$ cat config.mk
export PLATFORM = sky130hd
export DESIGN_NAME = clamped_sample_statistics
export DESIGN_NICKNAME = d
export VERILOG_FILES = /design/src/design/css_pkg.sv /design/src/design/css_acc.sv /design/src/design/css_mul.sv /design/src/design/css_div.sv /design/src/design/clamped_sample_statistics.sv
export VERILOG_INCLUDE_DIRS = /design/src /design/src/design
export SDC_FILE = /design/constraint.sdc
export NUM_CORES = 2
export LEC_CHECK = 0
export BUFFER_PORTS_ARGS = -buffer_cell sky130_fd_sc_hd__buf_4
export CAP_MARGIN = 20
export CORE_MARGIN = 1.5
export CORE_UTILIZATION = 55
export CTS_CLUSTER_DIAMETER = 80
export CTS_CLUSTER_SIZE = 12
export DETAILED_ROUTE_END_ITERATION = 16
export PLACE_DENSITY_LB_ADDON = 0.2
export SETUP_SLACK_MARGIN = 0.2
export SYNTH_ARGS = -nofsm -noshare
export SYNTH_HDL_FRONTEND = slang
export SYNTH_SLANG_ARGS = --single-unit
$ cat constraint.sdc
create_clock -name clk -period 14.52 [get_ports clk]
set_input_delay 0.726 -clock clk [delete_from_list [all_inputs] [get_ports clk]]
set_output_delay 0.726 -clock clk [all_outputs]
set_load 0.02 [all_outputs]
$ cat src/design/clamped_sample_statistics_assert.svh
// Assertion macros shared by the clamped sample statistics RTL.
`ifndef CLAMPED_SAMPLE_STATISTICS_ASSERT_SVH
`define CLAMPED_SAMPLE_STATISTICS_ASSERT_SVH

// Consequent must hold in the same cycle as the antecedent.
`define CSS_ASSERT_SAME(label, ante, cons, msg) \
	label: assert property (@(posedge clk) disable iff (!arst_n) (ante) |-> (cons)) \
		else $error(msg);

// Consequent must hold in the cycle after the antecedent.
`define CSS_ASSERT_NEXT(label, ante, cons, msg) \
	label: assert property (@(posedge clk) disable iff (!arst_n) (ante) |=> (cons)) \
		else $error(msg);

`endif

$ cat src/design/css_pkg.sv
// Shared widths, constants, codes and control bundles of the sample statistics block.
package css_pkg;

	localparam int SAMPLE_W   = 24;
	localparam int BOUND_W    = 24;
	localparam int COUNT_W    = 17;
	localparam int SUM_W      = 41;
	localparam int SQSUM_W    = 63;
	localparam int SQ_W       = 2 * SAMPLE_W;
	localparam int MUL_A_W    = 20;
	localparam int MUL_B_W    = 32;
	localparam int PROD_W     = MUL_A_W + MUL_B_W;
	localparam int MAG_W      = 2 * MUL_A_W;
	localparam int NUM_W      = 80;
	localparam int DEN_W      = 33;
	localparam int VAR_W      = 47;
	localparam int MEAN_W     = 24;
	localparam int ITER_W     = 6;
	localparam int VAR_ITERS  = VAR_W;
	localparam int MEAN_ITERS = MEAN_W;

	localparam int MAX_SAMPLES_C = 65536;
	localparam int SAMPLE_BITS_C = 24;

	localparam logic signed [BOUND_W-1:0] LOWER_RESET = -24'sd1000000;
	localparam logic signed [BOUND_W-1:0] UPPER_RESET = 24'sd1000000;

	// Partial products of the shared multiplier, in issue order.
	typedef enum logic [2:0] {
		MOP_NQ_LO,
		MOP_NQ_HI,
		MOP_NN1,
		MOP_LL,
		MOP_HL,
		MOP_HH
	} mul_op_t;

	typedef struct packed {
		logic clamp_en;
		logic square_en;
		logic commit_en;
	} acc_ctl_t;

	typedef struct packed {
		logic    clear;
		logic    op_valid;
		mul_op_t op;
	} mul_ctl_t;

	typedef struct packed {
		logic              start;
		logic [ITER_W-1:0] iters;
	} div_ctl_t;

endpackage

$ cat src/design/css_acc.sv
// Clamp of the incoming sample and the running count, sum, sum of squares, min and max.
module css_acc import css_pkg::*; #(
	parameter int SAMPLE_BITS = SAMPLE_BITS_C
) (
	input  logic                       clk,
	input  logic                       arst_n,
	input  acc_ctl_t                   ctl,
	input  logic [SAMPLE_W-1:0]        sample,
	input  logic                       restart,
	input  logic signed [BOUND_W-1:0]  lower,
	input  logic signed [BOUND_W-1:0]  upper,
	output logic [COUNT_W-1:0]         count,
	output logic signed [SUM_W-1:0]    sum,
	output logic [SQSUM_W-1:0]         sqsum,
	output logic signed [SAMPLE_W-1:0] min_val,
	output logic signed [SAMPLE_W-1:0] max_val,
	output logic                       clamped,
	output logic                       full
);

	logic signed [SAMPLE_W-1:0] s_ext;
	logic signed [SAMPLE_W-1:0] s_q;
	logic [SAMPLE_W-1:0]        mag;
	logic [SQ_W-1:0]            sq_q;
	logic                       in_window, above, below;
	logic [COUNT_W-1:0]         base_count;
	logic                       is_full, first;
	logic [COUNT_W-1:0]         count_q;
	logic signed [SUM_W-1:0]    sum_q;
	logic [SQSUM_W-1:0]         sqsum_q;
	logic signed [SAMPLE_W-1:0] min_q, max_q;
	logic                       clamped_q, full_q;

	always_comb begin
		s_ext      = SAMPLE_W'($signed(sample[SAMPLE_BITS-1:0]));
		in_window  = lower <= upper;
		above      = s_ext > upper;
		below      = s_ext < lower;
		mag        = s_q[SAMPLE_W-1] ? $unsigned(-s_q) : $unsigned(s_q);
		base_count = restart ? '0 : count_q;
		is_full    = base_count >= COUNT_W'(MAX_SAMPLES_C);
		first      = base_count == '0;
	end

	// Sample path: the clamped sample is registered, and its square is taken in the next cycle.
	always_ff @(posedge clk) begin
		if (ctl.clamp_en) begin
			if (in_window && above) begin
				s_q <= upper;
			end else if (in_window && below) begin
				s_q <= lower;
			end else begin
				s_q <= s_ext;
			end
		end
		if (ctl.square_en) begin
			sq_q <= SQ_W'(mag) * SQ_W'(mag);
		end
	end

	always_ff @(posedge clk or negedge arst_n) begin
		if (!arst_n) begin
			count_q   <= '0;
			sum_q     <= '0;
			sqsum_q   <= '0;
			min_q     <= '0;
			max_q     <= '0;
			clamped_q <= 1'b0;
			full_q    <= 1'b0;
		end else begin
			if (ctl.clamp_en) begin
				clamped_q <= in_window && (above || below);
			end
			if (ctl.commit_en) begin
				full_q <= is_full;
				if (!is_full) begin
					count_q <= base_count + COUNT_W'(1);
					sum_q   <= (restart ? SUM_W'(0) : sum_q) + SUM_W'(s_q);
					sqsum_q <= (restart ? SQSUM_W'(0) : sqsum_q) + SQSUM_W'(sq_q);
					if (first || s_q < min_q) begin
						min_q <= s_q;
					end
					if (first || s_q > max_q) begin
						max_q <= s_q;
					end
				end
			end
		end
	end

	assign count   = count_q;
	assign sum     = sum_q;
	assign sqsum   = sqsum_q;
	assign min_val = min_q;
	assign max_val = max_q;
	assign clamped = clamped_q;
	assign full    = full_q;

endmodule

$ cat src/design/css_mul.sv
// Shared 20x32 multiplier that builds the variance numerator and denominator from partial products.
module css_mul import css_pkg::*; (
	input  logic                    clk,
	input  logic                    arst_n,
	input  mul_ctl_t                ctl,
	input  logic [COUNT_W-1:0]      count,
	input  logic signed [SUM_W-1:0] sum,
	input  logic [SQSUM_W-1:0]      sqsum,
	output logic [MAG_W-1:0]        sum_mag,
	output logic [NUM_W-1:0]        numer,
	output logic [DEN_W-1:0]        denom
);

	logic [MAG_W-1:0]   mag_q;
	logic [MUL_A_W-1:0] a;
	logic [MUL_B_W-1:0] b;
	logic [PROD_W-1:0]  prod_s1;
	mul_op_t            op_s1;
	logic               valid_s1;
	logic [NUM_W-1:0]   prod_ext, term;
	logic               sub, to_acc;
	logic [NUM_W-1:0]   acc_q;
	logic [DEN_W-1:0]   den_q;

	// Operand selection for the issued partial product.
	always_comb begin
		case (ctl.op)
			MOP_NQ_LO: begin
				a = MUL_A_W'(count);
				b = sqsum[MUL_B_W-1:0];
			end
			MOP_NQ_HI: begin
				a = MUL_A_W'(count);
				b = MUL_B_W'(sqsum[SQSUM_W-1:MUL_B_W]);
			end
			MOP_NN1: begin
				a = MUL_A_W'(count);
				b = MUL_B_W'(count - COUNT_W'(1));
			end
			MOP_LL: begin
				a = mag_q[MUL_A_W-1:0];
				b = MUL_B_W'(mag_q[MUL_A_W-1:0]);
			end
			MOP_HL: begin
				a = mag_q[MAG_W-1:MUL_A_W];
				b = MUL_B_W'(mag_q[MUL_A_W-1:0]);
			end
			MOP_HH: begin
				a = mag_q[MAG_W-1:MUL_A_W];
				b = MUL_B_W'(mag_q[MAG_W-1:MUL_A_W]);
			end
			default: begin
				a = '0;
				b = '0;
			end
		endcase
	end

	// Alignment and sign of the registered product. The square of the sum is
	// split as hi^2 << 40 + 2*hi*lo << 20 + lo^2 and subtracted.
	always_comb begin
		prod_ext = {{(NUM_W-PROD_W){1'b0}}, prod_s1};
		sub      = 1'b0;
		to_acc   = 1'b1;
		case (op_s1)
			MOP_NQ_LO: term = prod_ext;
			MOP_NQ_HI: term = prod_ext << MUL_B_W;
			MOP_NN1: begin
				term   = prod_ext;
				to_acc = 1'b0;
			end
			MOP_LL: begin
				term = prod_ext;
				sub  = 1'b1;
			end
			MOP_HL: begin
				term = prod_ext << (MUL_A_W + 1);
				sub  = 1'b1;
			end
			MOP_HH: begin
				term = prod_ext << MAG_W;
				sub  = 1'b1;
			end
			default: begin
				term   = '0;
				to_acc = 1'b0;
			end
		endcase
	end

	always_ff @(posedge clk or negedge arst_n) begin
		if (!arst_n) begin
			valid_s1 <= 1'b0;
		end else begin
			valid_s1 <= ctl.op_valid;
		end
	end

	always_ff @(posedge clk) begin
		if (ctl.op_valid && ctl.op == MOP_NQ_LO) begin
			mag_q <= sum[SUM_W-1] ? MAG_W'(-sum) : MAG_W'(sum);
		end
		if (ctl.op_valid) begin
			prod_s1 <= a * b;
			op_s1   <= ctl.op;
		end
		if (ctl.clear) begin
			acc_q <= '0;
		end else if (valid_s1 && to_acc) begin
			acc_q <= acc_q + (sub ? ~term : term) + NUM_W'(sub);
		end
		if (valid_s1 && op_s1 == MOP_NN1) begin
			den_q <= prod_s1[DEN_W-1:0];
		end
	end

	assign sum_mag = mag_q;
	assign numer   = acc_q;
	assign denom   = den_q;

endmodule

$ cat src/design/css_div.sv
// Shared restoring divider, one quotient bit per cycle.
module css_div import css_pkg::*; (
	input  logic             clk,
	input  logic             arst_n,
	input  div_ctl_t         ctl,
	input  logic [DEN_W-1:0] rem_init,
	input  logic [DEN_W-1:0] divisor,
	input  logic [VAR_W-1:0] dividend,
	output logic             done,
	output logic [VAR_W-1:0] quot,
	output logic [DEN_W-1:0] rem
);

	logic [DEN_W-1:0]  rem_q, div_q;
	logic [VAR_W-1:0]  sh_q, quot_q;
	logic [ITER_W-1:0] cnt_q;
	logic              busy_q, done_q;
	logic [DEN_W+1:0]  diff;
	logic              ge;
	logic [DEN_W-1:0]  rem_next;

	// The partial remainder always stays below the divisor, so the shifted
	// value fits one extra bit and one subtract decides the quotient bit.
	always_comb begin
		diff     = {1'b0, rem_q, sh_q[VAR_W-1]} - {2'b00, div_q};
		ge       = !diff[DEN_W+1];
		rem_next = ge ? diff[DEN_W-1:0] : {rem_q[DEN_W-2:0], sh_q[VAR_W-1]};
	end

	always_ff @(posedge clk or negedge arst_n) begin
		if (!arst_n) begin
			busy_q <= 1'b0;
			done_q <= 1'b0;
			cnt_q  <= '0;
		end else begin
			done_q <= busy_q && cnt_q == ITER_W'(1);
			if (ctl.start) begin
				busy_q <= 1'b1;
				cnt_q  <= ctl.iters;
			end else if (busy_q) begin
				cnt_q <= cnt_q - ITER_W'(1);
				if (cnt_q == ITER_W'(1)) begin
					busy_q <= 1'b0;
				end
			end
		end
	end

	always_ff @(posedge clk) begin
		if (ctl.start) begin
			rem_q  <= rem_init;
			div_q  <= divisor;
			sh_q   <= dividend;
			quot_q <= '0;
		end else if (busy_q) begin
			rem_q  <= rem_next;
			sh_q   <= {sh_q[VAR_W-2:0], 1'b0};
			quot_q <= {quot_q[VAR_W-2:0], ge};
		end
	end

	assign done = done_q;
	assign quot = quot_q;
	assign rem  = rem_q;

endmodule

$ cat src/design/clamped_sample_statistics.sv
// Top level of the clamped sample statistics block: sequencer, config registers, output register.
//
// Samples arrive on the s_axis channel; each beat carries one signed sample and a restart
// flag that clears the statistics so the sample opens a new set. Each input beat produces
// exactly one m_axis beat with count, min, max, floor mean and floor unbiased variance of
// the set, plus flags telling whether the sample was clamped and whether the set was full.
// The cfg channel writes lower_bound (index 0) and upper_bound (index 1); it is always ready
// and should only be used while no sample is in flight.
// One sample is processed at a time: the next sample is taken only after the result has been
// loaded into the output register and the sequencer is back in its idle step. When the variance
// needs no division (fewer than two samples, or the value saturates) the variance division
// is skipped. The work is done by the shared restoring divider, which forms 47 quotient
// bits for the variance and 24 for the mean, and by six partial products issued to the
// shared 20x32 multiplier.
// The finished result sits in an output register; if the receiver stalls, the sequencer
// holds in its last step until the register frees up, so nothing is lost or repeated.
// Reset clears the statistics, restores the bounds to -1000000 and 1000000 and empties
// the output register.
`include "clamped_sample_statistics_assert.svh"

module clamped_sample_statistics import css_pkg::*; #(
	parameter int SAMPLE_BITS = SAMPLE_BITS_C
) (
	input  logic                clk,
	input  logic                arst_n,
	input  logic                s_axis_tvalid,
	output logic                s_axis_tready,
	input  logic [SAMPLE_W-1:0] s_axis_tdata,  // [23:0] sample_value
	input  logic [0:0]          s_axis_tuser,  // [0] restart
	output logic                m_axis_tvalid,
	input  logic                m_axis_tready,
	// [16:0] sample_count, [40:17] minimum, [64:41] maximum, [88:65] mean_value,
	// [135:89] variance
	output logic [135:0]        m_axis_tdata,
	output logic [1:0]          m_axis_tuser,  // [0] was_clamped, [1] set_full
	input  logic                cfg_valid,
	output logic                cfg_ready,
	input  logic [0:0]          cfg_index,
	input  logic [BOUND_W-1:0]  cfg_data
);

	localparam int OUT_W = COUNT_W + 3 * SAMPLE_W + VAR_W;

	// Configuration register indexes.
	localparam logic [0:0] CFG_LOWER = 1'b0;
	localparam logic [0:0] CFG_UPPER = 1'b1;

	typedef enum logic [3:0] {
		ST_IDLE,
		ST_CLAMP,
		ST_SQUARE,
		ST_ACC,
		ST_MUL,
		ST_DRAIN,
		ST_CHECK,
		ST_VDIV,
		ST_MSTART,
		ST_MDIV,
		ST_OUT
	} state_t;

	state_t                     state_q;
	mul_op_t                    op_q;
	logic                       m_valid_q;
	logic signed [BOUND_W-1:0]  lower_q, upper_q;
	logic [SAMPLE_W-1:0]        sample_q;
	logic                       restart_q;
	logic [VAR_W-1:0]           variance_q;
	logic [MEAN_W-1:0]          mean_q;
	logic [OUT_W-1:0]           out_data_q;
	logic [1:0]                 out_user_q;

	acc_ctl_t                   acc_ctl;
	mul_ctl_t                   mul_ctl;
	div_ctl_t                   div_ctl;

	logic [COUNT_W-1:0]         count;
	logic signed [SUM_W-1:0]    sum;
	logic [SQSUM_W-1:0]         sqsum;
	logic signed [SAMPLE_W-1:0] min_val, max_val;
	logic                       clamped, full;
	logic [MAG_W-1:0]           sum_mag;
	logic [NUM_W-1:0]           numer;
	logic [DEN_W-1:0]           denom;

	logic                       div_done;
	logic [VAR_W-1:0]           div_quot;
	logic [DEN_W-1:0]           div_rem;
	logic [DEN_W-1:0]           div_rem_init, div_divisor;
	logic [VAR_W-1:0]           div_dividend;

	logic                       var_zero, var_sat;
	logic [MEAN_W-1:0]          mean_q_mag, mean_next;
	logic                       out_load;

	css_acc #(
		.SAMPLE_BITS(SAMPLE_BITS)
	) u_acc (
		.clk     (clk),
		.arst_n  (arst_n),
		.ctl     (acc_ctl),
		.sample  (sample_q),
		.restart (restart_q),
		.lower   (lower_q),
		.upper   (upper_q),
		.count   (count),
		.sum     (sum),
		.sqsum   (sqsum),
		.min_val (min_val),
		.max_val (max_val),
		.clamped (clamped),
		.full    (full)
	);

	css_mul u_mul (
		.clk     (clk),
		.arst_n  (arst_n),
		.ctl     (mul_ctl),
		.count   (count),
		.sum     (sum),
		.sqsum   (sqsum),
		.sum_mag (sum_mag),
		.numer   (numer),
		.denom   (denom)
	);

	css_div u_div (
		.clk      (clk),
		.arst_n   (arst_n),
		.ctl      (div_ctl),
		.rem_init (div_rem_init),
		.divisor  (div_divisor),
		.dividend (div_dividend),
		.done     (div_done),
		.quot     (div_quot),
		.rem      (div_rem)
	);

	// Variance special cases. The numerator is n*sumsq - sum^2 in two's complement;
	// it saturates when its top bits already reach the denominator, since then
	// the quotient cannot fit in the variance field.
	always_comb begin
		var_zero = (count < COUNT_W'(2)) || numer[NUM_W-1];
		var_sat  = numer[NUM_W-1:VAR_W] >= denom;
	end

	always_comb begin
		acc_ctl.clamp_en  = state_q == ST_CLAMP;
		acc_ctl.square_en = state_q == ST_SQUARE;
		acc_ctl.commit_en = state_q == ST_ACC;

		mul_ctl.clear    = state_q == ST_ACC;
		mul_ctl.op_valid = state_q == ST_MUL;
		mul_ctl.op       = op_q;

		div_ctl.start = (state_q == ST_CHECK && !var_zero && !var_sat) ||
		                (state_q == ST_MSTART);
		div_ctl.iters = (state_q == ST_MSTART) ? ITER_W'(MEAN_ITERS) : ITER_W'(VAR_ITERS);

		// The mean quotient never exceeds 24 bits, so the upper part of |sum| is
		// already below the count and serves as the starting remainder.
		if (state_q == ST_MSTART) begin
			div_rem_init = DEN_W'(sum_mag[MAG_W-1:MEAN_W]);
			div_divisor  = DEN_W'(count);
			div_dividend = {sum_mag[MEAN_W-1:0], {(VAR_W-MEAN_W){1'b0}}};
		end else begin
			div_rem_init = numer[NUM_W-1:VAR_W];
			div_divisor  = denom;
			div_dividend = numer[VAR_W-1:0];
		end
	end

	// Floor of a negative mean: -q when exact, otherwise -q-1 which is ~q.
	always_comb begin
		mean_q_mag = div_quot[MEAN_W-1:0];
		if (!sum[SUM_W-1]) begin
			mean_next = mean_q_mag;
		end else if (div_rem != '0) begin
			mean_next = ~mean_q_mag;
		end else begin
			mean_next = MEAN_W'(0) - mean_q_mag;
		end
	end

	assign out_load      = (state_q == ST_OUT) && (!m_valid_q || m_axis_tready);
	assign s_axis_tready = state_q == ST_IDLE;
	assign cfg_ready     = 1'b1;

	always_ff @(posedge clk or negedge arst_n) begin
		if (!arst_n) begin
			lower_q <= LOWER_RESET;
			upper_q <= UPPER_RESET;
		end else if (cfg_valid) begin
			case (cfg_index)
				CFG_LOWER: lower_q <= cfg_data;
				CFG_UPPER: upper_q <= cfg_data;
				default: begin
				end
			endcase
		end
	end

	always_ff @(posedge clk or negedge arst_n) begin
		if (!arst_n) begin
			state_q   <= ST_IDLE;
			op_q      <= MOP_NQ_LO;
			m_valid_q <= 1'b0;
		end else begin
			// A new result may replace the one leaving in the same cycle.
			if (out_load) begin
				m_valid_q <= 1'b1;
			end else if (m_valid_q && m_axis_tready) begin
				m_valid_q <= 1'b0;
			end
			case (state_q)
				ST_IDLE: begin
					if (s_axis_tvalid) begin
						state_q <= ST_CLAMP;
					end
				end
				ST_CLAMP:  state_q <= ST_SQUARE;
				ST_SQUARE: state_q <= ST_ACC;
				ST_ACC: begin
					op_q    <= MOP_NQ_LO;
					state_q <= ST_MUL;
				end
				ST_MUL: begin
					case (op_q)
						MOP_NQ_LO: op_q <= MOP_NQ_HI;
						MOP_NQ_HI: op_q <= MOP_NN1;
						MOP_NN1:   op_q <= MOP_LL;
						MOP_LL:    op_q <= MOP_HL;
						MOP_HL:    op_q <= MOP_HH;
						default:   state_q <= ST_DRAIN;
					endcase
				end
				ST_DRAIN: state_q <= ST_CHECK;
				ST_CHECK: begin
					if (var_zero || var_sat) begin
						state_q <= ST_MSTART;
					end else begin
						state_q <= ST_VDIV;
					end
				end
				ST_VDIV: begin
					if (div_done) begin
						state_q <= ST_MSTART;
					end
				end
				ST_MSTART: state_q <= ST_MDIV;
				ST_MDIV: begin
					if (div_done) begin
						state_q <= ST_OUT;
					end
				end
				ST_OUT: begin
					if (out_load) begin
						state_q <= ST_IDLE;
					end
				end
				default: state_q <= ST_IDLE;
			endcase
		end
	end

	always_ff @(posedge clk) begin
		if (s_axis_tvalid && s_axis_tready) begin
			sample_q  <= s_axis_tdata;
			restart_q <= s_axis_tuser[0];
		end
		if (state_q == ST_CHECK) begin
			if (var_zero) begin
				variance_q <= '0;
			end else if (var_sat) begin
				variance_q <= '1;
			end
		end
		if (state_q == ST_VDIV && div_done) begin
			variance_q <= div_quot;
		end
		if (state_q == ST_MDIV && div_done) begin
			mean_q <= mean_next;
		end
		if (out_load) begin
			out_data_q <= {variance_q, mean_q, $unsigned(max_val), $unsigned(min_val), count};
			out_user_q <= {full, clamped};
		end
	end

	assign m_axis_tvalid = m_valid_q;
	assign m_axis_tdata  = out_data_q;
	assign m_axis_tuser  = out_user_q;

	// Only one sample is ever in flight.
	`CSS_ASSERT_NEXT(a_one_in_flight, s_axis_tvalid && s_axis_tready, !s_axis_tready, "second sample accepted while busy")
	// The divider finishes only while the sequencer waits for it.
	`CSS_ASSERT_SAME(a_div_done_waiting, div_done, state_q == ST_VDIV || state_q == ST_MDIV, "divider finished outside a wait step")
	// A variance division is started only with a nonzero denominator.
	`CSS_ASSERT_SAME(a_var_den_nonzero, div_ctl.start && state_q == ST_CHECK, denom != '0, "variance division by zero")
	// The mean division always has at least one sample behind it.
	`CSS_ASSERT_SAME(a_mean_den_nonzero, state_q == ST_MSTART, count != '0, "mean division with empty set")
	// A finished result waits while the output register is still occupied.
	`CSS_ASSERT_NEXT(a_out_hold, state_q == ST_OUT && m_axis_tvalid && !m_axis_tready, state_q == ST_OUT, "result dropped while output stalled")

endmodule

[After elaboration in Yosys (flattened, before gate mapping)]
Index checks and enable logic that the tools add are counted.
Operators by class
  div/mod/pow operators: 0
  bitwise gates (word level): 4
  $lt $le $gt $ge: 8
  reduce and logical (&&, ||, !) cells: 50
  multiplexer cells: 44
  eq/ne operators: 27
  multipliers: 2
  shift-type cells: 0
  $add $sub $neg: 11
Operators with widths (number)
  two-way mux 47 bit: 7
  case mux 80 bit (4 select lines): 1
  case mux 32 bit (5 select lines): 1
  two-way mux 33 bit: 4
  two-way mux 24 bit: 5
  adder 80 x 1 -> 80 bit: 1
  adder 80 bit: 1
  two-way mux 80 bit: 1
  NOT 80 bit: 1
  adder 63 x 48 -> 63 bit: 1
  two-way mux 63 bit: 1
  case mux 20 bit (3 select lines): 1
  multiplier 20 x 32 -> 52 bit: 1
  > comparator 24 bit: 2
  < comparator 24 bit: 2
  multiplier 24 x 24 -> 48 bit: 1
  case mux 4 bit (11 select lines): 1
  adder 41 x 24 -> 41 bit: 1
  two-way mux 41 bit: 1
  two-way mux 40 bit: 1
  negator 40 bit: 1
  subtractor 34 x 33 -> 35 bit: 1
  two-way mux 17 bit: 2
  greater-or-equal comparator 33 bit: 1
  41 further kinds: 106
Word-level totals
  register bits after elaboration: 910
  memory bits (read-only): 0
  output and inout bits: 141
  latch bits: 0
  bits in writable memories: 0
  memories kept: 0

[Depth between registers and ports, before layout]
  word-level depth: 7
  gate-level depth with buffers: 36
  gate-level depth less buffers: 34

[Modules after synthesis]
From an unflattened synthesis, not the netlist that was laid out.
Second synthesis, totals
  cell total of the unflattened synthesis: 9812
  area total of the unflattened synthesis: 91770.5 um^2
By module, submodules not included
  css_mul: seq. area each 5470.2 um^2, area each 35977.0 um^2, times used 1, cells each 4311
  css_acc: seq. area each 6411.1 um^2, area each 34855.9 um^2, times used 1, cells each 3914
  clamped_sample_statistics: seq. area each 8451.9 um^2, area each 12251.8 um^2, times used 1, cells each 821
  css_div: seq. area each 4534.3 um^2, area each 8685.8 um^2, times used 1, cells each 766

[Worst setup path after synthesis]
OpenSTA, ideal clock, no wires.
  path kind: register to register
  start: reg state_q[1]
  end: reg out_data_q[0] (netlist: m_axis_tdata[0]) (enable)
  library setup time: 804 ps
  arrival time: 10171 ps
  slack: 3545 ps
  buffers on the path: 1
  stages on the path, launching flop included: 4
  data required time: 13716 ps
  clock period less this slack: 10975 ps
  cell sequence: dfrtp_1 clkbuf_1 nand2b_1 nor3_1
On the way
  cells in the longest elaborated chain, start to end: 2
Ends and longest elaborated chain
  start, declared: line clamped_sample_statistics.sv:62  | state_t state_q;
  start signal, assigned: line clamped_sample_statistics.sv:205  | state_q <= ST_IDLE;
  start signal, assigned: line clamped_sample_statistics.sv:218  | state_q <= ST_CLAMP;
  start signal, assigned: line clamped_sample_statistics.sv:221  | ST_CLAMP: state_q <= ST_SQUARE;
  equality test 4 bit: line clamped_sample_statistics.sv:185  | assign out_load = (state_q == ST_OUT) && (!m_valid_q || m_axis_tready);
  logical AND 1 bit: line clamped_sample_statistics.sv:185
  net out_load: line clamped_sample_statistics.sv:94  | logic out_load;
  end signal, assigned: line clamped_sample_statistics.sv:285  | out_data_q <= {variance_q, mean_q, $unsigned(max_val), $unsigned(min_val), count};
  end, declared: line clamped_sample_statistics.sv:70  | logic [OUT_W-1:0] out_data_q;
The timed path passes the listed nets, and every way through them passes these cells.
A chain may end at the register's enable or synchronous reset.

[Worst setup path in the final report]
  start: reg u_acc.count_q[10] (netlist: u_acc.count[10])
  end: reg u_mul.prod_s1[51], data pin
On the way
  cells in the longest elaborated chain, start to end: 3
  elaborated cells between the ends (all ways): 4
Ends and longest elaborated chain
  start, declared: line css_acc.sv:28  | logic [COUNT_W-1:0] count_q;
  start signal, assigned: line css_acc.sv:77  | count_q <= base_count + COUNT_W'(1);
  subtractor 17 x 1 -> 18 bit: line css_mul.sv:38  | b = MUL_B_W'(count - COUNT_W'(1));
  case mux 32 bit (5 select lines): line css_mul.sv:27  | case (ctl.op)
  multiplier 20 x 32 -> 52 bit *: line css_mul.sv:104  | prod_s1 <= a * b;
  end signal, assigned: line css_mul.sv:104
  end, declared: line css_mul.sv:17  | logic [PROD_W-1:0] prod_s1;
Mark *: on every way between the ends. The rest lies on a longest branch, timed or not.

==> results by group <==
Synthesis
  • Mapped Area: 90,100 um2
  • Mux cell area share after synthesis: 2.57%
  • Distinct cells, synth: 97
  • Yosys top cell by area: fa_1
  • Main combinational cell family by area after synthesis: adder cells
  • Seq cells post-synth: 909
  • Mean Syn Cell Area: approximately 9.3 um2
  • Post-synth EDFFs: 546
  • Synth Area in Adders: a little under a third
  • Synth area leaders: fa_1 (21%), edfxtp_1 (18%), ha_1 (9.6%)
  • Register area share after synthesis: about 28%
  • Most common library cells after synthesis: inv_1 (1,362), nand2_1 (1,212), fa_1 (961)
  • Post-synthesis simple-gate area fraction: 13.5%
  • Synth Flop Type: edfxtp_1
  • Share of the synthesized area in the top cell type: a little over a fifth
  • Cell count after synthesis: between 9,000 and 10,000
  • Post-Synth XOR/XNOR Area: under 10%
  • Yosys synthesis warning count: 0
  • Compound-Gate Fraction of Synth Area: 13.7%
  • Async S/R FF share, synth: around 26%
  • Cell with the most instances after synthesis: inv_1

Placement
  • Post-DP HPWL: approximately 210,000 um
  • Placer Congestion: 1.01
  • PortBufs: between 150 and 200

Clock network
  • Reg clk slew, reported paths: ~0.070 ns
  • Clock Path Buffers: 3
  • # H-tree levels: 3
  • Worst skew pair latency: 0.74 ns
  • CTS resizes: 0
  • Clock Tree Root: clkbuf_16
  • Cts-stage hold buffer count: 0
  • Clock net sink count: 909
  • Total CTS buffers: 90
  • CTS tree: yes
  • Post-CTS Setup Inserts: 0

Global route
  • Pin count of the biggest net entering global routing: between 150 and 200
  • Initial antenna violation count: 20
  • Total GRT Usage: 33.3%
  • GRT overflow: 0
  • First-pass GRT wire length: ~430,000 um
  • Vias in the first global route: ~73,000

Route
  • Routed len/inst: about 23 um
  • Routed vias: just over 70,000
  • Vias/cell: ~6
  • Highest metal used: met5
  • Antenna Violating Nets Remaining: 0
  • Metal-1 WL: between 100,000 and 150,000 um
  • Drt pass-1 iters: 6
  • Met3 wire length: between 20,000 and 25,000 um
  • 1st-iter DRT viols: a little under 7,000
  • Drt total wl: about 280,000 um
  • Detail Route met2 WL: around 130,000 um
  • Drt drc: 0

Worst setup path
  • Worst EP arrival: approximately 11 ns
  • Crit end category: flip-flop
  • WP buf/inv: 6
  • CP delay by family, top: adder cells
  • Max incr delay on CP: between 0.7 and 0.8 ns
  • Worst Path Max Fanout: 16
  • Crit Path Class: flip-flop to flip-flop
  • CP Launch Type: flip-flop
  • CP dominant cell by count: fa_1
  • CP max-delay cell: a221o_1
  • WP depth: 30
  • WP data required: 14.98 ns
  • Worst r2r path cells: 30

STA
  • Slew Limit Fails: 0
  • FMAX: between 0.09 and 0.1 GHz
  • Rel. slew slack: 15.8%
  • Setup violators final: 0
  • Fin. Hold Viols: 0
  • Post-route clock period utilization: 74.1%
  • Period minus WS final: roughly 11 ns
  • Setup TNS: 0 ns
  • RSZ-0062 raised after global routing: no
  • Tightest Pin Transition: 1.26 ns
  • Clock Skews: 0.0933 ns

Cells and area
  • P&R area growth vs syn: 7.62%
  • Share of layout cells above drive strength 1: under 10%
  • Total Nets Final: 11,400
  • Fill cell count: ~14,000

Run status
  • Status: complete, no violations

Die
  • Starting Density: between 50% and 60%
  • I/O pin cnt: 196
  • DIE AREA: 166,000 um2
  • Die width: roughly 400 um
  • Rows: 148
  • Core ar.: 163,000 um2
  • Die Height: 408 um

Job
  • Max_cap viols: 0

Hold path
  • Hold Path Class: input port to asynchronous set/reset pin
-- path summary, 6_finish.rpt --
kind                                             startpoint                          end  slack, ns
worst max register to register  u_acc.count[10]$_DFFE_PN0P_  u_mul.prod_s1[51]$_DFFE_PP_       3.76
worst max-delay path            u_acc.count[10]$_DFFE_PN0P_  u_mul.prod_s1[51]$_DFFE_PP_       3.76
worst min register to register     variance_q[24]$_DFFE_PP_  m_axis_tdata[113]$_DFFE_PP_       0.41
min in group clk                            s_axis_tdata[3]        sample_q[3]$_DFFE_PP_       0.16
max in group asynchronous                            arst_n       u_div.busy_q$_DFF_PN0_      12.99
worst min-delay path                                 arst_n  u_acc.sqsum[24]$_DFFE_PN0P_       0.03
-- layout by cell type (no fill, tap or decap), types with 39 or more instances in the layout --
master,n
nor3_1,53
clkbuf_1,57
nand3_1,140
nand2_1,1211
a211o_1,40
a21o_1,258
o22ai_1,45
nor2_1,706
nor2b_1,149
nand4_1,131
a22oi_1,49
o21ai_0,424
and3_1,46
o211ai_1,72
and2_1,39
inv_1,1361
fa_1,961
ha_1,690
xor2_1,138
a41o_1,48
xnor2_1,266
o31ai_1,45
edfxtp_1,546
nand2b_1,56
o21ai_1,54
conb_1,54
o21a_1,91
a31oi_1,51
a21oi_1,443
mux2_2,72
o21bai_1,59
buf_4,330
clkbuf_16,91
dfrtp_1,213
dfxtp_1,127
mux2i_1,128
-- worst register-to-register path, delay by kind of cell (launching register included) --
kind            cells  cell delay [ns]
fa+ha+maj           8             4.00
compound gates      9             3.01
simple gates        7             2.49
flops               1             0.53
buf+inv             6             0.46
-- final cells by class --
class                      count  area [um2]  share of cell area (%)
clock inverter                18         312                   0.321
multi-input combinational   6947       58700                    60.6
tap                         2175        2720                    2.81
timing repair buffer         337        2620                    2.70
antenna                        6        15.0                  0.0155
inverter                    1371        5150                    5.31
sequential                   909       24900                    25.7
clock buffer                 150        2520                    2.60
-- stage by stage --
stage | std cells | hold WS, ns | setup WS (ns) | util, % | area (um2)
floorplan | 9700 | 0.400 | 3.55 | - | 90300
global placement | 11700 | 0.402 | 4.03 | 57.8 | 93900
detailed placement | 11700 | 0.405 | 3.94 | 57.8 | 94000
CTS | 11900 | 0.0167 | 3.87 | 59.5 | 96800
global route | 11900 | 0.0698 | 3.28 | 59.6 | 96900
finish | 11900 | 0.0328 | 3.76 | 59.6 | 96900
-- sequential cells by signal, summed over array words and instances, names as in the netlist, 4 cells and up --
signal         flops
u_acc.sq_q        47
state_q            4
u_mul.numer       80
m_axis_tdata     136
lower_q           24
u_div.quot        47
u_acc.sum         41
u_div.rem         33
u_mul.prod_s1     52
u_div.sh_q        47
u_acc.max_val     24
u_mul.denom       33
variance_q        47
upper_q           24
mean_q            24
u_div.cnt_q        6
u_acc.min_val     24
u_acc.sqsum       63
u_div.div_q       33
u_acc.count       17
u_mul.sum_mag     40
u_acc.s_q         24
sample_q          24
-- cells by family (layout without fill, tap and decap cells) --
logic type,count (synthesis),in the layout
compound gates,1913,1913
xor+xnor,408,408
fa+ha+maj,1651,1651
buf+inv,1844,1876
flops,909,909
mux,211,211
other cells,2,60
simple gates,2710,2710
-- routing by layer --
layer,track usage [%],vias up
met5,0,-
met4,16.0,10
met3,5.05,737
met2,53.6,2997
met1,44.3,35700
li1,-,32300
Power is left out: the tool's default activity adds up to more than one toggle a clock period on the data nets, which glitch-free logic cannot reach.
